## src/hdl/hkrt_pkg.sv

```systemverilog
// Shared types and constants for the keyboard report rollover table.
// Used by hkrt_update, the top level and the port checker; depends on nothing.

package hkrt_pkg;

	localparam int SLOT_COUNT = 10;
	localparam int OUT_SLOTS  = 10;
	localparam int KEY_W      = 8;
	localparam int MOD_W      = 8;

	localparam int IN_TDATA_W  = KEY_W;
	localparam int OUT_TDATA_W = MOD_W + OUT_SLOTS * KEY_W;

	// Usage codes 224..231 are the eight modifier keys.
	localparam logic [4:0] MOD_PREFIX = 5'b11100;

	localparam logic ACT_PRESS   = 1'b0;
	localparam logic ACT_RELEASE = 1'b1;

	typedef logic [KEY_W-1:0] key_t;

	typedef struct packed {
		logic [MOD_W-1:0]            mods;
		key_t [SLOT_COUNT-1:0]       slots;
	} report_t;

endpackage

```

## src/hdl/hkrt_update.sv

```systemverilog
// Next-report logic: applies one key event to the current report.
// Depends on hkrt_pkg.

module hkrt_update import hkrt_pkg::*; (
	input  logic    action,
	input  key_t    key_code,
	input  report_t cur,
	output report_t nxt
);

	logic [SLOT_COUNT-1:0] match;
	logic [SLOT_COUNT-1:0] seen;
	logic [SLOT_COUNT-1:0] occ_before;
	key_t [SLOT_COUNT-1:0] up;
	logic                  is_mod;
	logic                  present;
	logic                  full;

	always_comb begin
		for (int i = 0; i < SLOT_COUNT; i++) begin
			match[i] = (cur.slots[i] == key_code);
		end
		// seen marks the first matching slot and every slot after it.
		seen[0] = match[0];
		for (int i = 1; i < SLOT_COUNT; i++) begin
			seen[i] = seen[i-1] | match[i];
		end
		occ_before[0] = 1'b1;
		for (int i = 1; i < SLOT_COUNT; i++) begin
			occ_before[i] = (cur.slots[i-1] != '0);
		end
		for (int i = 0; i < SLOT_COUNT - 1; i++) begin
			up[i] = cur.slots[i+1];
		end
		up[SLOT_COUNT-1] = '0;

		is_mod  = (key_code[KEY_W-1:3] == MOD_PREFIX);
		present = |match;
		full    = (cur.slots[SLOT_COUNT-1] != '0);

		nxt = cur;
		if (is_mod) begin
			if (action == ACT_RELEASE) begin
				nxt.mods = cur.mods & ~(MOD_W'(1) << key_code[2:0]);
			end else begin
				nxt.mods = cur.mods | (MOD_W'(1) << key_code[2:0]);
			end
		end else if (key_code != '0) begin
			if (action == ACT_RELEASE) begin
				for (int i = 0; i < SLOT_COUNT; i++) begin
					if (seen[i]) begin
						nxt.slots[i] = up[i];
					end
				end
			end else if (!present) begin
				if (full) begin
					// Oldest key drops out; the new one goes last.
					nxt.slots = up;
					nxt.slots[SLOT_COUNT-1] = key_code;
				end else begin
					// The table is packed, so the first empty slot follows an occupied one.
					for (int i = 0; i < SLOT_COUNT; i++) begin
						if (cur.slots[i] == '0 && occ_before[i]) begin
							nxt.slots[i] = key_code;
						end
					end
				end
			end
		end
	end

endmodule

```

## src/hdl/hid_key_rollover_table_top.sv

```systemverilog
// Keyboard report keeper with key rollover: top level with stream ports.
// Depends on hkrt_pkg and hkrt_update.

// Every key event taken on the input stream produces one full report on the
// output stream: the modifier byte and ten key slots, oldest key first, zero
// where empty. An event is registered on entry and applied, once the output
// register is free, by a single pass of compare-and-shift logic over the slot
// table; the report register is also the output register. The block takes one
// event per cycle as long as each report is taken; an event passes through the
// input register and then the report register. While a report waits, one more
// event can be held in the input register. Reset clears the report to all zero.

module hid_key_rollover_table_top import hkrt_pkg::*; (
	input  logic                   clk,
	input  logic                   arst_n,
	input  logic                   s_axis_tvalid,
	output logic                   s_axis_tready,
	input  logic [IN_TDATA_W-1:0]  s_axis_tdata,   // key_code[7:0]
	input  logic                   s_axis_tuser,   // action (0 press, 1 release)
	output logic                   m_axis_tvalid,
	input  logic                   m_axis_tready,
	output logic [OUT_TDATA_W-1:0] m_axis_tdata    // modifiers, slot_0 .. slot_9
);

	logic    valid_s1;
	logic    action_s1;
	key_t    code_s1;
	logic    out_valid_q;
	report_t report_q;
	report_t report_nxt;
	logic    advance;

	assign advance       = valid_s1 && (!out_valid_q || m_axis_tready);
	assign s_axis_tready = !valid_s1 || advance;

	always_ff @(posedge clk or negedge arst_n) begin
		if (!arst_n) begin
			valid_s1 <= 1'b0;
		end else if (s_axis_tready) begin
			valid_s1 <= s_axis_tvalid;
		end
	end

	always_ff @(posedge clk) begin
		if (s_axis_tvalid && s_axis_tready) begin
			action_s1 <= s_axis_tuser;
			code_s1   <= s_axis_tdata;
		end
	end

	hkrt_update u_update (
		.action   (action_s1),
		.key_code (code_s1),
		.cur      (report_q),
		.nxt      (report_nxt)
	);

	always_ff @(posedge clk or negedge arst_n) begin
		if (!arst_n) begin
			out_valid_q <= 1'b0;
			report_q    <= '0;
		end else begin
			if (advance) begin
				out_valid_q <= 1'b1;
				report_q    <= report_nxt;
			end else if (m_axis_tready) begin
				out_valid_q <= 1'b0;
			end
		end
	end

	assign m_axis_tvalid = out_valid_q;

	always_comb begin
		m_axis_tdata = '0;
		m_axis_tdata[MOD_W-1:0] = report_q.mods;
		for (int k = 0; k < OUT_SLOTS; k++) begin
			if (k < SLOT_COUNT) begin
				m_axis_tdata[MOD_W + k*KEY_W +: KEY_W] = report_q.slots[k];
			end
		end
	end

endmodule

```

## config.mk

```make
export PLATFORM = sky130hd
export DESIGN_NAME = hid_key_rollover_table_top
export DESIGN_NICKNAME = d
export VERILOG_FILES = /design/src/hdl/hkrt_pkg.sv /design/src/hdl/hkrt_update.sv /design/src/hdl/hid_key_rollover_table_top.sv
export SDC_FILE = /design/constraint.sdc
export NUM_CORES = 1
export LEC_CHECK = 0
export ABC_AREA = 1
export BUFFER_PORTS_ARGS = -buffer_cell sky130_fd_sc_hd__buf_2
export CAP_MARGIN = 30
export CORE_ASPECT_RATIO = 0.8
export CORE_MARGIN = 1
export CORE_UTILIZATION = 45
export DETAILED_ROUTE_END_ITERATION = 12
export PLACE_DENSITY = 0.66
export SLEW_MARGIN = 15
export SYNTH_ARGS = -nofsm -noshare
export SYNTH_HDL_FRONTEND = slang
export SYNTH_SLANG_ARGS = --single-unit
export TNS_END_PERCENT = 5
```

## constraint.sdc

```tcl
create_clock -name clk -period 2.75 [get_ports clk]
set_clock_uncertainty 0.1 [all_clocks]
set_input_delay 0.55 -clock clk [delete_from_list [all_inputs] [get_ports clk]]
set_output_delay 0.55 -clock clk [all_outputs]
set_load 0.05 [all_outputs]
```

==> results of run 1 <==
Yosys cell counts (2+ instances only):
cell      instances  area (um2)
nor3_1            4        20.0
nand3_1          50         250
buf_2             5        25.0
nand4_1          27         169
nand2_1         351        1320
edfxtp_1          9         270
inv_2             2        7.51
inv_1            92         345
a21oi_1           9        45.0
o21ai_0          70         350
buf_6             7        78.8
xnor2_1          42         368
nor2_2            2        12.5
nand2_2           7        43.8
xor2_1           11        96.3
nor2_4            7        78.8
a31oi_1           5        31.3
nor4_1            4        25.0
dfrtp_1          90        2250
o31ai_1           2        15.0
nor2_1           47         176
a21oi_2           2        17.5
clkbuf_1          8        30.0
buf_4             6        45.0
cell usage in the layout (no fill, tap or decap), drive strengths merged:
master	n
edfxtp	9
nor4	4
clkinvlp	1
nand2	359
o41ai	1
o31ai	2
nand4	27
dfrtp	90
and2	1
xnor2	42
buf	145
a21oi	12
a221oi	1
clkinv	5
xor2	11
o21a	1
nor2	56
nand3	51
nor3	4
clkbuf	9
o21ai	70
inv	94
a31oi	5
bufinv	1
flip-flops by register name, indices dropped and copies added (netlist names), named ones only:
register and flops:
valid_s1 1, m_axis_tdata 80, m_axis_tvalid 1, action_s1 1
code_s1 8
cell type report:
class	instances	area, um2
fillers	1278	5730
multi-input cells	647	3110
flip-flops and latches	99	2520
repair buffers	145	886
inverters	94	353
clock buffers	9	225
well taps	175	219
clock inverters	7	58.8
per-stage QoR:
stage	instance area (um2)	instances	setup slack, ns
final	7370	1176	0.167
after global routing	7370	1176	-0.0149
after CTS	7360	1174	0.185
after detailed placement	7070	1158	0.195
after global placement	7070	1158	0.221
after floorplan	6150	866	0.570
cell families (layout without fill, tap and decap cells):
logic type	Yosys count	in the layout
xor+xnor	53	53
flops	99	99
compound gates	92	92
simple gates	502	502
buf+inv	120	255
how the worst max path moves through the flow:
| stage | end | slack [ns] | start |
|---|---|---|---|
| 2_1_floorplan | m_axis_tdata[12] | 0.57 | m_axis_tdata[82] |
| 3_3_place_gp | m_axis_tdata[85] | 0.22 | code_s1[3] |
| 3_5_place_dp | m_axis_tdata[69] | 0.20 | code_s1[3] |
| 4_1_cts | m_axis_tdata[69] | 0.19 | code_s1[3] |
| 5_1_grt | m_axis_tdata[40] | -0.01 | code_s1[7] |
| 6_report | m_axis_tdata[69] | 0.17 | code_s1[5] |
power breakdown:
| part | internal [uW] | switching, uW | total, uW |
|---|---|---|---|
| combinational | 1270 | 3320 | 4590 |
| clock | 692 | 552 | 1240 |
| sequential | 1920 | 664 | 2580 |
routing by layer:
layer  global-route usage (%)  vias up
met2                     41.7      361
met4                     10.6        0
met3                     8.37       48
met5                        0        -
li1                         -     2999
met1                     45.5     2897
what timing repair did:
action / in CTS / in global routing
setup buffers: 0 / 2
setup endpoints to repair: 0 / 24
gates resized for setup: 0 / 2
endpoints found under the hold margin: 0 / 0
==> results.cfg, run 1 <==
[global_route]
overflow = 0
grt_pass1_vias = 5863
grt_usage_pct = 30.4
antenna_found_initial = 0
grt_max_degree = 48
grt_pass1_wl_mm = 32.6

[status]
status = complete, no violations

[route]
remaining_drc_errors = 0
via_count = 6305
ant_nets = 0
top_layer = met4
wl_met1_mm = 9.46
dr_wl_met3_mm = 2.31
drt-vias-per-instance = 5.36
dr_wl_met2_mm = 8.31
drt_wl_total_mm = 20.6
firstDrtPassIters = 6
drt_iter0_markers = 756
avgRoutedWirePerCell_um = 17.5

[setup_path]
critPathMaxStageDelay_ns = 0.66
critPathLaunchType = flip-flop
cp.arrival_ns = 2.73
crit_top_cell = nand2_1
required_ns = 2.89
worstReg2RegStart = code_s1[5]
crit_buf_inv = 1
cp_max_fo = 8
rr_worst_depth = 13
reg2reg_to = m_axis_tdata[69]
cp_slowest_cell = edfxtp_1
reg2reg_slack_ns = 0.17
path_delay_family = simple AND/OR/NAND/NOR gates
end_kind = flip-flop
critPathKind = reg2reg
crit_chain = inv_1 > nand2_1 > nand2_1 > nand2_1 > nor2_1 > nand2_1 > nand2_1 > nor2_4 > nand3_4 > nand2_1 > nand4_1 > nand2_1 > nand2_1
crit_cells = 13

[logic_synthesis]
asyncSetResetFlopFracSynth_pct = 90.9
synth-xor-area-share_pct = 7.54
synth-seq-area-share_pct = 41.0
avgSynthCellArea_um2 = 7.11
syn_inst = 866
syn_nets = 879
synth.area.mux_share_pct = 0
synth-simple-area-share_pct = 34.6
synth-edff-count = 9
synth_seq_cells = 99
syn_area_mm2 = 0.00615
synth-compound-area-share_pct = 8.24
yosysWarnings = 0
synthFlopType = dfrtp_1
synth_top_family_by_area = simple AND/OR/NAND/NOR gates
synth-adder-area-share_pct = 0
netlist-cell-type-count = 31

[timing]
hold_violations = 0
setup_tns_ns = 0
rsz0062_at_grt = yes
finalSetupViolations = 0
min_period_ns = 2.58
fmax_mhz = 387
hold_ws_ns = 0.0945
slew_headroom_pct = 58.9
report.final.slew_viol_count = 0
post-route-period-util_pct = 93.9
worst_pin_slew_ns = 0.616

[clocking]
clock-root-buffer = clkbuf_16
clk_latency_ns = 0.36
cts.htree.levels = 3
cts_buffers = 9
cts_tree = built
cts_hold_buffers = 0
cts.clk_slew.worst_paths_ns = 0.07
clkSinkCount = 99
cts_buffer_depth = 2

[power_and_ir_drop]
p_leak_uw = 0.00397
vdd_ir_drop_max_uv = 583
pwr_density_cell_mw_per_mm2 = 1140
total_power_uw = 8420

[finish]
finish.utilization_pct = 56.3
nNetsFinal = 1009
diodes = 0
syn2layout_area_growth_pct = 19.8
layout-drive-gt1-share_pct = 18.5

[place]
io_buffers = 102
routabilityCongestion = 0.993
post-dp-hpwl_mm = 15.6

[hold_path]
hold_path_class = in2async

[flow_run]
maxCapViolations = 0

[floorplan]
ios = 103
die_x_um = 133
start_util_pct = 47.0
die_area_mm2 = 0.0141
core_area_mm2 = 0.0131
num_rows = 37
dieHeight_um = 107
Note: power is estimated with default switching activity, not from simulation.
==> inputs of run 2 (changes only) <==
--- a/config.mk
+++ b/config.mk
@@ -6,7 +6,7 @@
 export NUM_CORES = 1
 export LEC_CHECK = 0
 export ABC_AREA = 1
-export BUFFER_PORTS_ARGS = -buffer_cell sky130_fd_sc_hd__buf_2
+export BUFFER_PORTS_ARGS = -buffer_cell sky130_fd_sc_hd__clkbuf_2
 export CAP_MARGIN = 30
 export CORE_ASPECT_RATIO = 0.8
 export CORE_MARGIN = 1
==> results.cfg, run 2 (same netlist as run 1, synthesis figures left out) <==
[status]
status = complete, no violations

[finish]
fillers = 1277
diodes = 0
nNetsFinal = 1017
layout_common_cells = 350 x nand2_1, 101 x clkbuf_2, 91 x inv_1, 90 x dfrtp_1, 70 x o21ai_0
largest_reg_flops = 80
layout-drive-gt1-share_pct = 19.1
final_common_cell = nand2_1
syn2layout_area_growth_pct = 21.3

[floorplan]
core_area_mm2 = 0.0131
dieHeight_um = 107
num_rows = 37
start_util_pct = 47.0
die_x_um = 133
die_area_mm2 = 0.0141
ios = 103

[hold_path]
hold_path_class = in2reg
min_to = code_s1[5]
holdCritStartpoint = s_axis_tdata[5]
min_path_cells = 1

[timing]
finalSetupViolations = 0
report.final.slew_viol_count = 0
post-route-period-util_pct = 93.1
setup_tns_ns = 0
min_period_ns = 2.56
worst_pin_slew_ns = 0.634
rsz0062_at_grt = yes
hold_violations = 0
fmax_mhz = 390
slew_headroom_pct = 57.7

[power_and_ir_drop]
p_leak_uw = 0.00397
p_sw_uw = 4540
pwr_density_cell_mw_per_mm2 = 1130
p_sw_share_pct = 53.8
seqPwrFrac_pct = 30.3
p_int_uw = 3900
vdd_ir_drop_max_uv = 667
clkPwrFrac_pct = 15.1
total_power_uw = 8440
power_frac_comb_pct = 54.6

[route]
ant_nets = 0
remaining_drc_errors = 0
avgRoutedWirePerCell_um = 17.1
firstDrtPassIters = 6
drt_wl_total_mm = 20.3
dr_wl_met3_mm = 2.24
top_layer = met4
wl_met1_mm = 9.45
drt-vias-per-instance = 5.33
drt_iter0_markers = 609
via_count = 6311
dr_wl_met2_mm = 8.20

[place]
post-dp-hpwl_mm = 15.3
routabilityCongestion = 1.00
io_buffers = 102

[setup_path]
critPathLaunchType = flip-flop
worstReg2RegStart = m_axis_tdata[81]
reg2reg_to = m_axis_tdata[62]
critPathKind = reg2reg
reg2reg_slack_ns = 0.19
cp_max_fo = 23
rr_worst_depth = 10
required_ns = 2.94
cp.arrival_ns = 2.75
end_kind = flip-flop

[clocking]
cts_tree = built
cts_buffers = 9
clock-root-buffer = clkbuf_16
clk_latency_ns = 0.35
cts_buffer_depth = 2
cts.clk_slew.worst_paths_ns = 0.07
cts.htree.levels = 3
clkSinkCount = 99

[flow_run]
maxCapViolations = 0

[global_route]
overflow = 0
grt_pass1_wl_mm = 31.6
grt_pass1_vias = 5470
antenna_found_initial = 0
grt_max_degree = 49
grt_usage_pct = 29.6
-- run 2: power groups by stage --
stage | Clock (uW) | Combinational (uW) | Sequential, uW
floorplan | 0 | 1920 | 3900
global placement | 0 | 4510 | 2560
detailed placement | 0 | 4520 | 2570
CTS | 1290 | 4550 | 2540
global route | 1360 | 4980 | 2610
finish | 1280 | 4610 | 2550
-- run 2: what timing repair did --
item	4_1_cts	5_1_grt
buffers inserted	0	2
resized for setup	0	3
setup endpoints to repair	0	32
hold buffers	1	0
hold endpoints to repair	17	0
-- run 2: per-stage QoR --
stage                     area [um2]  worst slack (ns)  instances  hold slack, ns  utilization (%)
after CTS                       7430             0.188       1182           0.272             56.7
after floorplan                 6150             0.570        866           0.154                -
after global placement          7120             0.233       1165           0.356             54.4
after global routing            7460           -0.0196       1184           0.264             57.0
final                           7460             0.189       1184           0.275             57.0
after detailed placement        7120             0.203       1165           0.355             54.4
-- run 2: worst max path at each step --
stage                startpoint          endpoint  slack (ns)  cells after the start
2_1_floorplan  m_axis_tdata[82]  m_axis_tdata[12]        0.57                     10
3_3_place_gp         code_s1[2]  m_axis_tdata[71]        0.23                     12
3_5_place_dp         code_s1[2]  m_axis_tdata[50]        0.20                     12
4_1_cts              code_s1[2]  m_axis_tdata[71]        0.19                     12
5_1_grt        m_axis_tdata[81]  m_axis_tdata[62]       -0.02                     10
6_report       m_axis_tdata[81]  m_axis_tdata[62]        0.19                     10
-- run 2: critical path, stage by stage (launching register included) --
cell and delay [ns]:
dfrtp_1 0.43, inv_1 0.10, nand2_1 0.05, nor3_1 0.21
nand3_1 0.19, nor2_4 0.44, nand2_1 0.40, buf_4 0.26
o21ai_0 0.12, nand2_1 0.12, nand2_1 0.08
-- run 2: layer usage --
metal	up-vias	track usage, %
met5	-	0
met4	0	7.31
met3	38	6.19
met2	365	40.9
met1	2890	46.2
li1	3018	-
-- run 2: layout make-up --
| class | count | area (um2) | share of cell area [%] |
|---|---|---|---|
| inverters | 94 | 353 | 4.73 |
| flip-flops and latches | 99 | 2520 | 33.8 |
| well taps | 175 | 219 | 2.93 |
| clock buffers | 10 | 229 | 3.07 |
| clock inverters | 6 | 66.3 | 0.889 |
| repair buffers | 153 | 965 | 12.9 |
| multi-input cells | 647 | 3110 | 41.7 |
==> inputs of run 3 (changes only) <==
--- a/config.mk
+++ b/config.mk
@@ -9,10 +9,10 @@
 export BUFFER_PORTS_ARGS = -buffer_cell sky130_fd_sc_hd__clkbuf_2
 export CAP_MARGIN = 30
 export CORE_ASPECT_RATIO = 0.8
-export CORE_MARGIN = 1
+export CORE_MARGIN = 5
 export CORE_UTILIZATION = 45
 export DETAILED_ROUTE_END_ITERATION = 12
-export PLACE_DENSITY = 0.66
+export PLACE_DENSITY_LB_ADDON = 0.2
 export SLEW_MARGIN = 15
 export SYNTH_ARGS = -nofsm -noshare
 export SYNTH_HDL_FRONTEND = slang
==> constraint.sdc (replaced) <==
create_clock -name clk -period 3.17 [get_ports clk]
set_clock_uncertainty 0.1 [all_clocks]
set_input_delay 0.634 -clock clk [delete_from_list [all_inputs] [get_ports clk]]
set_output_delay 0.634 -clock clk [all_outputs]
set_load 0.05 [all_outputs]
==> results.cfg, run 3 (same netlist as run 1, synthesis figures left out) <==
[timing]
setup_tns_ns = 0
slew_headroom_pct = 49.9
fmax_mhz = 359
hold_violations = 0
finalSetupViolations = 0
min_period_ns = 2.79
worst_pin_slew_ns = 0.752
post-route-period-util_pct = 88.0
report.final.slew_viol_count = 0
rsz0062_at_grt = no

[clocking]
clk_latency_ns = 0.36
cts.htree.levels = 3
cts_tree = built
cts_hold_buffers = 0
clkSinkCount = 99
cts_buffers = 9
cts_buffer_depth = 2
cts_resized = 0
clock-root-buffer = clkbuf_16
cts.clk_slew.worst_paths_ns = 0.07

[global_route]
grt_usage_pct = 26.6
grt_pass1_vias = 5772
grt_pass1_wl_mm = 33.0
grt_max_degree = 49
antenna_found_initial = 0
overflow = 0

[finish]
layout_common_cells = 351 x nand2_1, 101 x clkbuf_2, 92 x inv_1, 90 x dfrtp_1, 70 x o21ai_0
layoutNonFillerInstCount = 1173
seqCellArea_mm2 = 0.00252
final_common_cell = nand2_1
fillers = 1330
syn2layout_area_growth_pct = 19.4
nNetsFinal = 1001
fin_area_mm2 = 0.00735
multi_input_area_mm2 = 0.00311
diodes = 0
layout-drive-gt1-share_pct = 17.9
largest_reg_flops = 80

[setup_path]
crit_top_cell = nand2_1
rr_worst_depth = 13
reg2reg_to = m_axis_tdata[50]
critPathMaxStageDelay_ns = 0.77
cp.arrival_ns = 2.93
required_ns = 3.32
cp_slowest_cell = edfxtp_1
worstReg2RegStart = code_s1[5]
end_kind = flip-flop
crit_buf_inv = 1
critPathKind = reg2reg
crit_chain = inv_1 > nand2_1 > nand2_1 > nand2_1 > nor2_1 > nand2_1 > nand2_1 > nor2_4 > nand3_4 > nand2_1 > nand4_1 > nand2_1 > nand2_1
cp_max_fo = 10
path_delay_family = simple AND/OR/NAND/NOR gates
reg2reg_slack_ns = 0.38
critPathLaunchType = flip-flop

[power_and_ir_drop]
vdd_ir_drop_max_uv = 457
seqPwrFrac_pct = 30.4
p_int_uw = 3440
clkPwrFrac_pct = 16.4
p_leak_uw = 0.00390
p_sw_uw = 3930
p_sw_share_pct = 53.3
pwr_density_cell_mw_per_mm2 = 1000
power_frac_comb_pct = 53.3

[floorplan]
ios = 103
dieHeight_um = 115
num_rows = 38
die_area_mm2 = 0.0161
die_x_um = 141
start_util_pct = 45.6
core_area_mm2 = 0.0135

[route]
firstDrtPassIters = 6
remaining_drc_errors = 0
drt_iter0_markers = 681
drt-vias-per-instance = 5.33
ant_nets = 0
drt_wl_total_mm = 20.9
avgRoutedWirePerCell_um = 17.8
via_count = 6253

[place]
post-dp-hpwl_mm = 15.6
routabilityCongestion = 0.992
place_area_mm2 = 0.00697
io_buffers = 102
dpl.cell_count = 1152

[status]
status = complete, no violations

[flow_run]
maxCapViolations = 0

[hold_path]
hold_path_class = in2async
run 3: power groups by stage:
| stage | Combinational, uW | Sequential, uW | Clock (uW) |
|---|---|---|---|
| after global placement | 3840 | 2250 | 0 |
| after detailed placement | 3870 | 2240 | 0 |
| after global routing | 4250 | 2280 | 1280 |
| after CTS | 3880 | 2220 | 1230 |
| final | 3920 | 2240 | 1200 |
| after floorplan | 1670 | 3380 | 0 |
run 3: worst max path at each step:
stage,startpoint,endpoint,cells past startpoint
after floorplan,m_axis_tdata[82],m_axis_tdata[12],10
after global placement,code_s1[2],m_axis_tdata[27],9
after detailed placement,code_s1[2],m_axis_tdata[37],9
after CTS,code_s1[2],m_axis_tdata[37],9
after global routing,code_s1[5],m_axis_tdata[50],13
final,code_s1[5],m_axis_tdata[50],13
run 3: layout make-up:
class	count	share of cell area [%]
Multi-Input combinational cell	647	42.3
Clock buffer	10	3.25
Inverter	94	4.80
Clock inverter	6	1.21
Timing Repair Buffer	137	11.1
Sequential cell	99	34.3
Tap cell	180	3.06
run 3: routing by layer:
metal	global-route usage, %	vias to the layer above	wire length, um
met3	6.64	35	2190
met1	40.1	2905	9790
met4	7.04	0	335
met2	38.1	324	8600
met5	0	-	0
li1	-	2989	-
run 3: through the flow:
step	setup WS, ns	power [uW]	utilization, %	hold WS, ns
after CTS	0.220	7330	54.0	0.195
after global routing	0.186	7820	54.4	0.233
final	0.382	7360	54.4	0.181
after floorplan	0.990	5050	-	0.238
after global placement	0.285	6090	51.6	0.373
after detailed placement	0.240	6100	51.6	0.388
run 3: timing repair:
item                       4_1_cts  5_1_grt
hold endpoints to repair         0        0
buffers inserted                 0        5
setup endpoints to repair        0       15
